==> src/rtl/sha_pkg.sv <==
`timescale 1ns / 1ps
package sha_pkg;

	localparam logic [31:0] ROUND_K [64] = '{
		32'h428a2f98, 32'h71374491, 32'hb5c0fbcf, 32'he9b5dba5, 32'h3956c25b,
		32'h59f111f1, 32'h923f82a4, 32'hab1c5ed5, 32'hd807aa98, 32'h12835b01,
		32'h243185be, 32'h550c7dc3, 32'h72be5d74, 32'h80deb1fe, 32'h9bdc06a7,
		32'hc19bf174, 32'he49b69c1, 32'hefbe4786, 32'h0fc19dc6, 32'h240ca1cc,
		32'h2de92c6f, 32'h4a7484aa, 32'h5cb0a9dc, 32'h76f988da, 32'h983e5152,
		32'ha831c66d, 32'hb00327c8, 32'hbf597fc7, 32'hc6e00bf3, 32'hd5a79147,
		32'h06ca6351, 32'h14292967, 32'h27b70a85, 32'h2e1b2138, 32'h4d2c6dfc,
		32'h53380d13, 32'h650a7354, 32'h766a0abb, 32'h81c2c92e, 32'h92722c85,
		32'ha2bfe8a1, 32'ha81a664b, 32'hc24b8b70, 32'hc76c51a3, 32'hd192e819,
		32'hd6990624, 32'hf40e3585, 32'h106aa070, 32'h19a4c116, 32'h1e376c08,
		32'h2748774c, 32'h34b0bcb5, 32'h391c0cb3, 32'h4ed8aa4a, 32'h5b9cca4f,
		32'h682e6ff3, 32'h748f82ee, 32'h78a5636f, 32'h84c87814, 32'h8cc70208,
		32'h90befffa, 32'ha4506ceb, 32'hbef9a3f7, 32'hc67178f2
	};

	localparam logic [31:0] INIT_HASH [8] = '{
		32'h6a09e667, 32'hbb67ae85, 32'h3c6ef372, 32'ha54ff53a,
		32'h510e527f, 32'h9b05688c, 32'h1f83d9ab, 32'h5be0cd19
	};

	localparam logic [31:0] PAD_WORD = 32'h80000000;

	typedef enum logic [2:0] {
		ST_IDLE,
		ST_ROUND,
		ST_FOLD,
		ST_PAD,
		ST_EMIT
	} sha_state_t;

	// source of the next word pushed into the block buffer
	typedef enum logic [1:0] {
		SRC_INPUT,
		SRC_MARKER,
		SRC_ZERO,
		SRC_LENGTH
	} word_src_t;

	typedef struct packed {
		logic      push;
		word_src_t src;
		logic      load_rounds;
		logic      do_round;
		logic      fold;
		logic      finish;
		logic      out_load;
	} sha_cmd_t;

	typedef struct packed {
		logic       block_full;
		logic [3:0] fill;
		logic       round_last;
		logic       marker_due;
		logic       len_lo_due;
	} sha_status_t;

	function automatic logic [31:0] rotr(input logic [31:0] x, input int n);
		rotr = (x >> n) | (x << (32 - n));
	endfunction

endpackage

==> src/rtl/sha_if.sv <==
`timescale 1ns / 1ps
interface sha_in_if;
	logic        valid;
	logic        ready;
	logic [31:0] message_word;
	logic [2:0]  valid_bytes;
	logic        end_of_message;
	modport source (output valid, message_word, valid_bytes, end_of_message, input ready);
	modport sink (input valid, message_word, valid_bytes, end_of_message, output ready);
endinterface

interface sha_out_if;
	logic        valid;
	logic        ready;
	logic [31:0] digest_word;
	logic [2:0]  word_index;
	logic        last_digest_word;
	modport source (output valid, digest_word, word_index, last_digest_word, input ready);
	modport sink (input valid, digest_word, word_index, last_digest_word, output ready);
endinterface

==> src/rtl/sha_datapath.sv <==
`timescale 1ns / 1ps
module sha_datapath import sha_pkg::*; (
	input  logic        clk,
	input  logic        arst_n,
	input  sha_cmd_t    cmd,
	input  logic [31:0] in_word,
	input  logic [2:0]  in_bytes,
	input  logic        in_last,
	input  logic [2:0]  out_idx,
	output sha_status_t status,
	output logic [31:0] out_word
);

	logic [31:0] block_q [16];
	logic [31:0] win_q [16];
	logic [31:0] var_q [8];
	logic [31:0] chain_q [8];
	logic [3:0]  fill_q;
	logic [5:0]  round_q;
	logic [63:0] len_q;
	logic        len_hi_q;
	logic        marker_q;
	logic [2:0]  nb;
	logic [31:0] keep;
	logic [31:0] push_val;
	logic [31:0] w, w2, w15, s0, s1, wn, t1, t2;
	logic [31:0] a, b, c, e, f, g;

	// clamp byte count, build masked word (with its marker if short) and pick the pushed value
	always_comb begin
		nb = in_last ? ((in_bytes > 3'd4) ? 3'd4 : in_bytes) : 3'd4;
		case (nb)
			3'd0: keep = 32'h80000000;
			3'd1: keep = (in_word & 32'hff000000) | 32'h00800000;
			3'd2: keep = (in_word & 32'hffff0000) | 32'h00008000;
			3'd3: keep = (in_word & 32'hffffff00) | 32'h00000080;
			default: keep = in_word;
		endcase
		case (cmd.src)
			SRC_INPUT:  push_val = keep;
			SRC_MARKER: push_val = PAD_WORD;
			SRC_ZERO:   push_val = '0;
			SRC_LENGTH: push_val = len_hi_q ? len_q[63:32] : len_q[31:0];
			default:    push_val = '0;
		endcase
	end

	// round logic on the sliding window
	always_comb begin
		a = var_q[0]; b = var_q[1]; c = var_q[2];
		e = var_q[4]; f = var_q[5]; g = var_q[6];
		w2  = win_q[14];
		w15 = win_q[1];
		s0 = rotr(w15, 7) ^ rotr(w15, 18) ^ (w15 >> 3);
		s1 = rotr(w2, 17) ^ rotr(w2, 19) ^ (w2 >> 10);
		wn = s1 + win_q[9] + s0 + win_q[0];
		w = win_q[0];
		t1 = var_q[7] + (rotr(e, 6) ^ rotr(e, 11) ^ rotr(e, 25))
			+ ((e & f) ^ (~e & g)) + ROUND_K[round_q] + w;
		t2 = (rotr(a, 2) ^ rotr(a, 13) ^ rotr(a, 22)) + ((a & b) ^ (a & c) ^ (b & c));
	end

	// advance fill and round counters, marker flag and length
	always_ff @(posedge clk or negedge arst_n) begin
		if (!arst_n) begin
			fill_q   <= '0;
			len_q    <= '0;
			len_hi_q <= 1'b1;
			marker_q <= 1'b0;
			round_q  <= '0;
		end else begin
			if (cmd.push) begin
				fill_q <= fill_q + 4'd1;
				if (cmd.src == SRC_INPUT) begin
					len_q <= len_q + {58'd0, nb, 3'd0};
					marker_q <= in_last && (nb == 3'd4);
				end else if (cmd.src == SRC_MARKER) begin
					marker_q <= 1'b0;
				end
				if (cmd.src == SRC_LENGTH)
					len_hi_q <= ~len_hi_q;
			end
			if (cmd.load_rounds)
				round_q <= '0;
			else if (cmd.do_round)
				round_q <= round_q + 6'd1;
			if (cmd.finish) begin
				len_q    <= '0;
				len_hi_q <= 1'b1;
			end
		end
	end

	always_ff @(posedge clk) begin
		if (cmd.push)
			block_q[fill_q] <= push_val;
		if (cmd.load_rounds) begin
			// the sixteenth word is written on this edge, so take it directly
			for (int i = 0; i < 15; i++) win_q[i] <= block_q[i];
			win_q[15] <= push_val;
			for (int i = 0; i < 8; i++) var_q[i] <= chain_q[i];
		end else if (cmd.do_round) begin
			for (int i = 0; i < 15; i++) win_q[i] <= win_q[i + 1];
			win_q[15] <= wn;
			var_q[7] <= g; var_q[6] <= f; var_q[5] <= e; var_q[4] <= var_q[3] + t1;
			var_q[3] <= c; var_q[2] <= b; var_q[1] <= a; var_q[0] <= t1 + t2;
		end
	end

	// hold chaining value; fold after rounds, restore after digest
	always_ff @(posedge clk or negedge arst_n) begin
		if (!arst_n) begin
			for (int i = 0; i < 8; i++) chain_q[i] <= INIT_HASH[i];
		end else if (cmd.fold) begin
			for (int i = 0; i < 8; i++) chain_q[i] <= chain_q[i] + var_q[i];
		end else if (cmd.finish) begin
			for (int i = 0; i < 8; i++) chain_q[i] <= INIT_HASH[i];
		end
	end

	assign out_word          = chain_q[out_idx];
	assign status.block_full = (fill_q == 4'd15);
	assign status.fill       = fill_q;
	assign status.round_last = (round_q == 6'd63);
	assign status.marker_due = marker_q;
	assign status.len_lo_due = !len_hi_q;

endmodule

==> src/rtl/sha_ctrl.sv <==
`timescale 1ns / 1ps
module sha_ctrl import sha_pkg::*; (
	input  logic        clk,
	input  logic        arst_n,
	input  logic        in_valid,
	input  logic        in_last,
	output logic        in_ready,
	input  logic        out_ready,
	output logic        out_valid,
	output logic [2:0]  out_idx,
	input  sha_status_t status,
	output sha_cmd_t    cmd
);

	sha_state_t state_q, state_d;
	logic       padding_q;
	logic       len_stage_q;
	logic [2:0] idx_q;
	logic       in_fire;

	assign in_fire = in_valid && in_ready;

	// next state
	always_comb begin
		state_d = state_q;
		case (state_q)
			ST_IDLE: if (in_fire) begin
				if (status.block_full) state_d = ST_ROUND;
				else if (in_last) state_d = ST_PAD;
			end
			ST_ROUND: if (status.round_last) state_d = ST_FOLD;
			ST_FOLD: begin
				if (len_stage_q) state_d = ST_EMIT;
				else if (padding_q) state_d = ST_PAD;
				else state_d = ST_IDLE;
			end
			ST_PAD: if (status.block_full) state_d = ST_ROUND;
			ST_EMIT: if (out_ready && idx_q == 3'd7) state_d = ST_IDLE;
			default: state_d = ST_IDLE;
		endcase
	end

	// outputs
	always_comb begin
		cmd = '0;
		cmd.src = SRC_INPUT;
		in_ready = (state_q == ST_IDLE);
		out_valid = (state_q == ST_EMIT);
		case (state_q)
			ST_IDLE: begin
				cmd.push = in_fire;
				cmd.load_rounds = in_fire && status.block_full;
			end
			ST_ROUND: cmd.do_round = 1'b1;
			ST_FOLD: cmd.fold = 1'b1;
			ST_PAD: begin
				cmd.push = 1'b1;
				// marker first, then the length in the last two slots of a block
				if (status.marker_due) cmd.src = SRC_MARKER;
				else if (status.fill == 4'd14) cmd.src = SRC_LENGTH;
				else if (status.fill == 4'd15 && status.len_lo_due) cmd.src = SRC_LENGTH;
				else cmd.src = SRC_ZERO;
				cmd.load_rounds = status.block_full;
			end
			ST_EMIT: cmd.finish = out_ready && idx_q == 3'd7;
			default: ;
		endcase
	end

	always_ff @(posedge clk or negedge arst_n) begin
		if (!arst_n) begin
			state_q     <= ST_IDLE;
			padding_q   <= 1'b0;
			len_stage_q <= 1'b0;
			idx_q       <= '0;
		end else begin
			state_q <= state_d;
			// track the padding phase: set when the closing word is taken
			if (state_q == ST_IDLE && in_fire && in_last) padding_q <= 1'b1;
			if (state_q == ST_PAD && cmd.src == SRC_LENGTH && status.fill == 4'd15)
				len_stage_q <= 1'b1;
			if (state_q == ST_EMIT && out_ready) begin
				idx_q <= idx_q + 3'd1;
				if (idx_q == 3'd7) begin
					padding_q <= 1'b0;
					len_stage_q <= 1'b0;
				end
			end
		end
	end

	assign out_idx = idx_q;

endmodule

==> src/rtl/sha256_message_hasher.sv <==
`timescale 1ns / 1ps
// SHA-256 hasher.
// Input channel: one big-endian 32-bit message word per handshake; the word
// with end_of_message set closes the message and may hold 0 to 4 bytes.
// Output channel: eight digest words, word_index 0 to 7, last_digest_word on
// the eighth, after which the block starts a fresh message.
// Throughput: one word is taken per cycle while the block is idle; each
// sixteenth word starts a loop of 64 rounds on the round unit and then a
// fold, and no input is taken until the fold is done.
// After the final word: padding pushes one word per cycle up to the next
// block end, then each remaining block (one or two) runs its rounds and fold,
// then the digest words go out at one per cycle while the receiver is ready.
// Reset clears the controller, counters and length and loads the initial
// hash value; buffer contents are undefined until written.
// A stalled receiver holds the current digest word; no input is taken
// until all eight words are delivered.
module sha256_message_hasher import sha_pkg::*; (
	input logic      clk,
	input logic      arst_n,
	sha_in_if.sink   in_ch,
	sha_out_if.source out_ch
);

	sha_cmd_t    cmd;
	sha_status_t status;
	logic [2:0]  idx;

	sha_ctrl u_ctrl (
		.clk(clk), .arst_n(arst_n),
		.in_valid(in_ch.valid), .in_last(in_ch.end_of_message), .in_ready(in_ch.ready),
		.out_ready(out_ch.ready), .out_valid(out_ch.valid), .out_idx(idx),
		.status(status), .cmd(cmd)
	);

	sha_datapath u_dp (
		.clk(clk), .arst_n(arst_n), .cmd(cmd),
		.in_word(in_ch.message_word), .in_bytes(in_ch.valid_bytes),
		.in_last(in_ch.end_of_message), .out_idx(idx),
		.status(status), .out_word(out_ch.digest_word)
	);

	assign out_ch.word_index       = idx;
	assign out_ch.last_digest_word = (idx == 3'd7);

endmodule

==> src/flat_wrapper.sv <==
// flat-port wrapper written by rule: the top's interface ports become plain ports
module sha256_message_hasher_flat import sha_pkg::*;
  (clk, arst_n, in_ch_valid, in_ch_message_word, in_ch_valid_bytes, in_ch_end_of_message, in_ch_ready, out_ch_valid, out_ch_digest_word, out_ch_word_index, out_ch_last_digest_word, out_ch_ready);
  sha_in_if in_ch_i ();
  sha_out_if out_ch_i ();
  input logic clk;
  input logic arst_n;
  input wire logic [$bits(in_ch_i.valid)-1:0] in_ch_valid;
  input wire logic [$bits(in_ch_i.message_word)-1:0] in_ch_message_word;
  input wire logic [$bits(in_ch_i.valid_bytes)-1:0] in_ch_valid_bytes;
  input wire logic [$bits(in_ch_i.end_of_message)-1:0] in_ch_end_of_message;
  output wire logic [$bits(in_ch_i.ready)-1:0] in_ch_ready;
  output wire logic [$bits(out_ch_i.valid)-1:0] out_ch_valid;
  output wire logic [$bits(out_ch_i.digest_word)-1:0] out_ch_digest_word;
  output wire logic [$bits(out_ch_i.word_index)-1:0] out_ch_word_index;
  output wire logic [$bits(out_ch_i.last_digest_word)-1:0] out_ch_last_digest_word;
  input wire logic [$bits(out_ch_i.ready)-1:0] out_ch_ready;
  assign in_ch_i.valid = in_ch_valid;
  assign in_ch_i.message_word = in_ch_message_word;
  assign in_ch_i.valid_bytes = in_ch_valid_bytes;
  assign in_ch_i.end_of_message = in_ch_end_of_message;
  assign in_ch_ready = in_ch_i.ready;
  assign out_ch_valid = out_ch_i.valid;
  assign out_ch_digest_word = out_ch_i.digest_word;
  assign out_ch_word_index = out_ch_i.word_index;
  assign out_ch_last_digest_word = out_ch_i.last_digest_word;
  assign out_ch_i.ready = out_ch_ready;
  sha256_message_hasher u_core (.clk(clk), .arst_n(arst_n), .in_ch(in_ch_i), .out_ch(out_ch_i));
endmodule
==> config.mk <==
export PLATFORM = sky130hd
export DESIGN_NAME = sha256_message_hasher_flat
export DESIGN_NICKNAME = d
export VERILOG_FILES = /design/src/rtl/sha_pkg.sv /design/src/rtl/sha_if.sv /design/src/rtl/sha_datapath.sv /design/src/rtl/sha_ctrl.sv /design/src/rtl/sha256_message_hasher.sv /design/src/flat_wrapper.sv
export SDC_FILE = /design/constraint.sdc
export NUM_CORES = 2
export LEC_CHECK = 0
export ABC_AREA = 1
export BUFFER_PORTS_ARGS = -buffer_cell sky130_fd_sc_hd__buf_2
export CAP_MARGIN = 20
export CORE_AREA = 4 4 375 746
export DETAILED_ROUTE_END_ITERATION = 16
export DIE_AREA = 0 0 379 750
export GPL_TIMING_DRIVEN = 0
export SLEW_MARGIN = 20
export SYNTH_ARGS = -nofsm -noshare
export SYNTH_HDL_FRONTEND = slang
export SYNTH_SLANG_ARGS = --single-unit
==> constraint.sdc <==
create_clock -name clk -period 27.1 [get_ports clk]
set_input_delay 4.065 -clock clk [delete_from_list [all_inputs] [get_ports clk]]
set_output_delay 4.065 -clock clk [all_outputs]
set_load 0.1 [all_outputs]
==> out/qor.csv <==
stage,metric,value,unit
clock_network,clockRootBuffer,clkbuf_16,
die,core,274000,um^2
synthesis,syn-instance-count,10900,
die,dieWidth,379,um
routing,vias,93000,
synthesis,synth-edff-count,1248,
clock_network,ctsResizeCount,0,
setup_path,reg2reg_from,u_core.u_dp.round_q[0]$_DFFE_PN0P_,
synthesis,ys_warn_count,0,
synthesis,syn_avg_cell_area,8.72,um^2
run_status,outcome,completed,
setup_path,cp_num_buf_inv,8,
routing,drt_wl_total,672000,um
setup_path,crit_fanout,9,
place,placed_cells,14700,
global_routing,grt_pass1_wl,906000,um
synthesis,syn-num-nets,11600,
clock_network,clk_pin_slew,0.07,ns
synthesis,synth_compound_area_share,13.0,%
setup_path,start_kind,flip-flop,
clock_network,cts_tree,built,
synthesis,synth_xor_area_share,3.77,%
global_routing,antenna_found_initial,131,
synthesis,async_flop_share,21.3,%
place,gp_congestion,1.13,
setup_path,crit_path_top_delay_cell,xor2_1,
sta,layout_min_cycle_time,15.33,ns
setup_path,critPathKind,reg -> reg,
layout,final_cell_mix,"3202 x nand2_1, 1248 x edfxtp_1, 1211 x inv_1",
layout,drive_above_1_share,8.06,%
clock_network,cts.sinks,1585,
sta,fin_worst_skew,0.0786,ns
sta,worstMarginPinSlew,1.39,ns
routing,drt_iter0_markers,10300,
synthesis,muxShareOfSynthArea,0.110,%
setup_path,startpoint,u_core.u_dp.round_q[0]$_DFFE_PN0P_,
sta,rsz0062_at_grt,false,
clock_network,clk_path_buf_depth,4,
synthesis,ys_types,69,
clock_network,h-tree-depth,4,
global_routing,grt_pass1_vias,92200,
synthesis,ys_seq_area_share,48.3,%
synthesis,yosys.area_share.simple,19.0,%
routing,dr.pass1.iters,6,
die,rows,272,
global_routing,grt_usage,48.6,%
layout,fin_cells,15100,
place,hpwl,522000,um
place,portBuffers,77,
die,ios,78,
layout,syn2layout_area_growth,15.1,%
setup_path,critPathRequiredTime,27.82,ns
sta,finalCritPeriodShare,56.6,%
layout,final_common_cell,nand2_1,
die,die_area,284000,um^2
min_path,min_from,u_core.u_dp.win_q[1][118]$_DFFE_PP_,
layout,final_net_count,12000,
routing,drc,0,
sta,hold_viol,0,
synthesis,netlist_area,95400,um^2
clock_network,cts_setup_buffers,0,
synthesis,ys_seq_elements,1585,
synthesis,ys.flop_type,edfxtp_1,
min_path,hp-class,reg -> reg,
clock_network,clock_latency,0.92,ns
clock_network,postCtsHoldBufs,0,
sta,setup_viol,0,
global_routing,grt_max_degree,74,
die,die_h,750,um
setup_path,crit_top_cell,inv_1,
synthesis,synth_top_family_by_area,simple AND/OR/NAND/NOR gates,
synthesis,synth_fa_ha_area_share,9.37,%
setup_path,arrival,16.05,ns
setup_path,slowest_delay,1.13,ns
clock_network,cts_buffers,166,
sta,drv_slew,0,
sta,max_slew_margin,7.08,%
setup_path,end_kind,flip-flop,
die,initial_core_util,34.8,%
setup_path,path_delay_family,adder cells,
sta,clock.fmax,65.2,MHz
global_routing,overflow,0,
layout,n_fill_cell,28100,
routing,detail_route.wl_per_cell,44.4,um
run,cap_violations,0,
routing,ant_nets,0,
routing,viasPerCell,6.14,
final timing paths:
kind / endpoint / slack [ns] / cells after the start
worst min register to register: u_core.u_dp.win_q[1][86]$_DFFE_PP_ / 0.48 / 2
max in group asynchronous: u_core.u_dp.chain_q[59]$_DFFE_PN1P_ / 21.77 / 5
worst max-delay path: u_core.u_dp.var_q[0][31]$_DFFE_PP_ / 11.77 / 35
worst max register to register: u_core.u_dp.var_q[0][31]$_DFFE_PP_ / 11.77 / 35
min in group asynchronous: u_core.u_dp.len_q[57]$_DFFE_PN0P_ / 3.06 / 1
worst min-delay path: u_core.u_dp.win_q[1][86]$_DFFE_PP_ / 0.48 / 2
metal layers:
| layer | GRT usage [%] | wire length, um | up-vias |
|---|---|---|---|
| met2 | 80.1 | 330000 | 6404 |
| li1 | - | - | 37600 |
| met4 | 62.0 | 114000 | 32 |
| met5 | 1.44 | 280 | - |
| met1 | 39.2 | 175000 | 45300 |
| met3 | 18.6 | 52700 | 3639 |
cell families after synthesis:
| group | after synthesis |
|---|---|
| AO/OA/AOI/OAI | 2216 |
| AND/OR/NAND/NOR | 4497 |
| flip-flops | 1585 |
| XOR/XNOR | 411 |
| adder cells (fa/ha/maj) | 597 |
| multiplexers | 10 |
| buffers and inverters | 1618 |
flip-flops by register name, indices dropped and copies added, names as in the netlist, 4 cells and up:
register             flops
u_core.u_dp.round_q      6
u_core.u_dp.win_q      512
u_core.u_dp.block_q    480
u_core.u_dp.len_q       61
u_core.u_dp.chain_q    256
u_core.u_dp.var_q      256
u_core.u_dp.fill_q       4
through the flow:
stage | setup WS, ns | instance area, um^2 | hold WS, ns | utilization, % | setup TNS, ns
after detailed placement | 13.44 | 103000 | 0.489 | 37.7 | 0
after global routing | 12.34 | 110000 | 0.504 | 39.9 | 0
after global placement | -8.61 | 100000 | 0.475 | 36.5 | -6425.77
after CTS | 13.38 | 109000 | 0.471 | 39.7 | 0
after floorplan | 4.37 | 95400 | 0.454 | - | 0
final | 11.77 | 110000 | 0.485 | 40.0 | 0
worst reg2reg max path: cells and delay by family (launching register included):
kind	cells	cell delay, ns
fa+ha+maj	7	4.20
simple gates	11	4.16
compound gates	8	2.80
buf+inv	8	2.41
xor+xnor	1	1.13
flops	1	0.43
final cells by class:
class	instances	area, um^2	area share, %
buffer	382	1620	1.48
tap	3562	4460	4.06
clock inverter	94	1120	1.02
multi-input combinational	7731	43800	39.9
clock buffer	201	4360	3.97
sequential	1585	46100	42.0
timing repair buffer	229	3450	3.14
inverter	1236	4640	4.23
antenna	127	318	0.289
synthesized netlist by cell type (28+ instances only):
cell,number,area share [%]
a21boi_0,28,0.22
a21o_1,59,0.46
a21oi_1,713,3.7
a31oi_1,71,0.47
buf_2,41,0.22
clkbuf_1,310,1.2
dfrtp_1,200,5.2
dfstp_2,137,3.8
edfxtp_1,1248,39
fa_1,196,4.1
ha_1,399,5.2
inv_1,1222,4.8
nand2_1,3207,13
nand3_1,330,1.7
nand4_1,71,0.47
nor2_1,652,2.6
nor3_1,120,0.63
nor4_1,43,0.28
o211ai_1,28,0.22
o21ai_0,944,5.0
o21bai_1,90,0.71
o22ai_1,109,0.71
o31ai_1,32,0.25
or2_2,29,0.19
xnor2_1,172,1.6
xor2_1,239,2.2
Power is left out: the tool's default activity adds up to more than one toggle a clock period on the data nets, which glitch-free logic cannot reach.
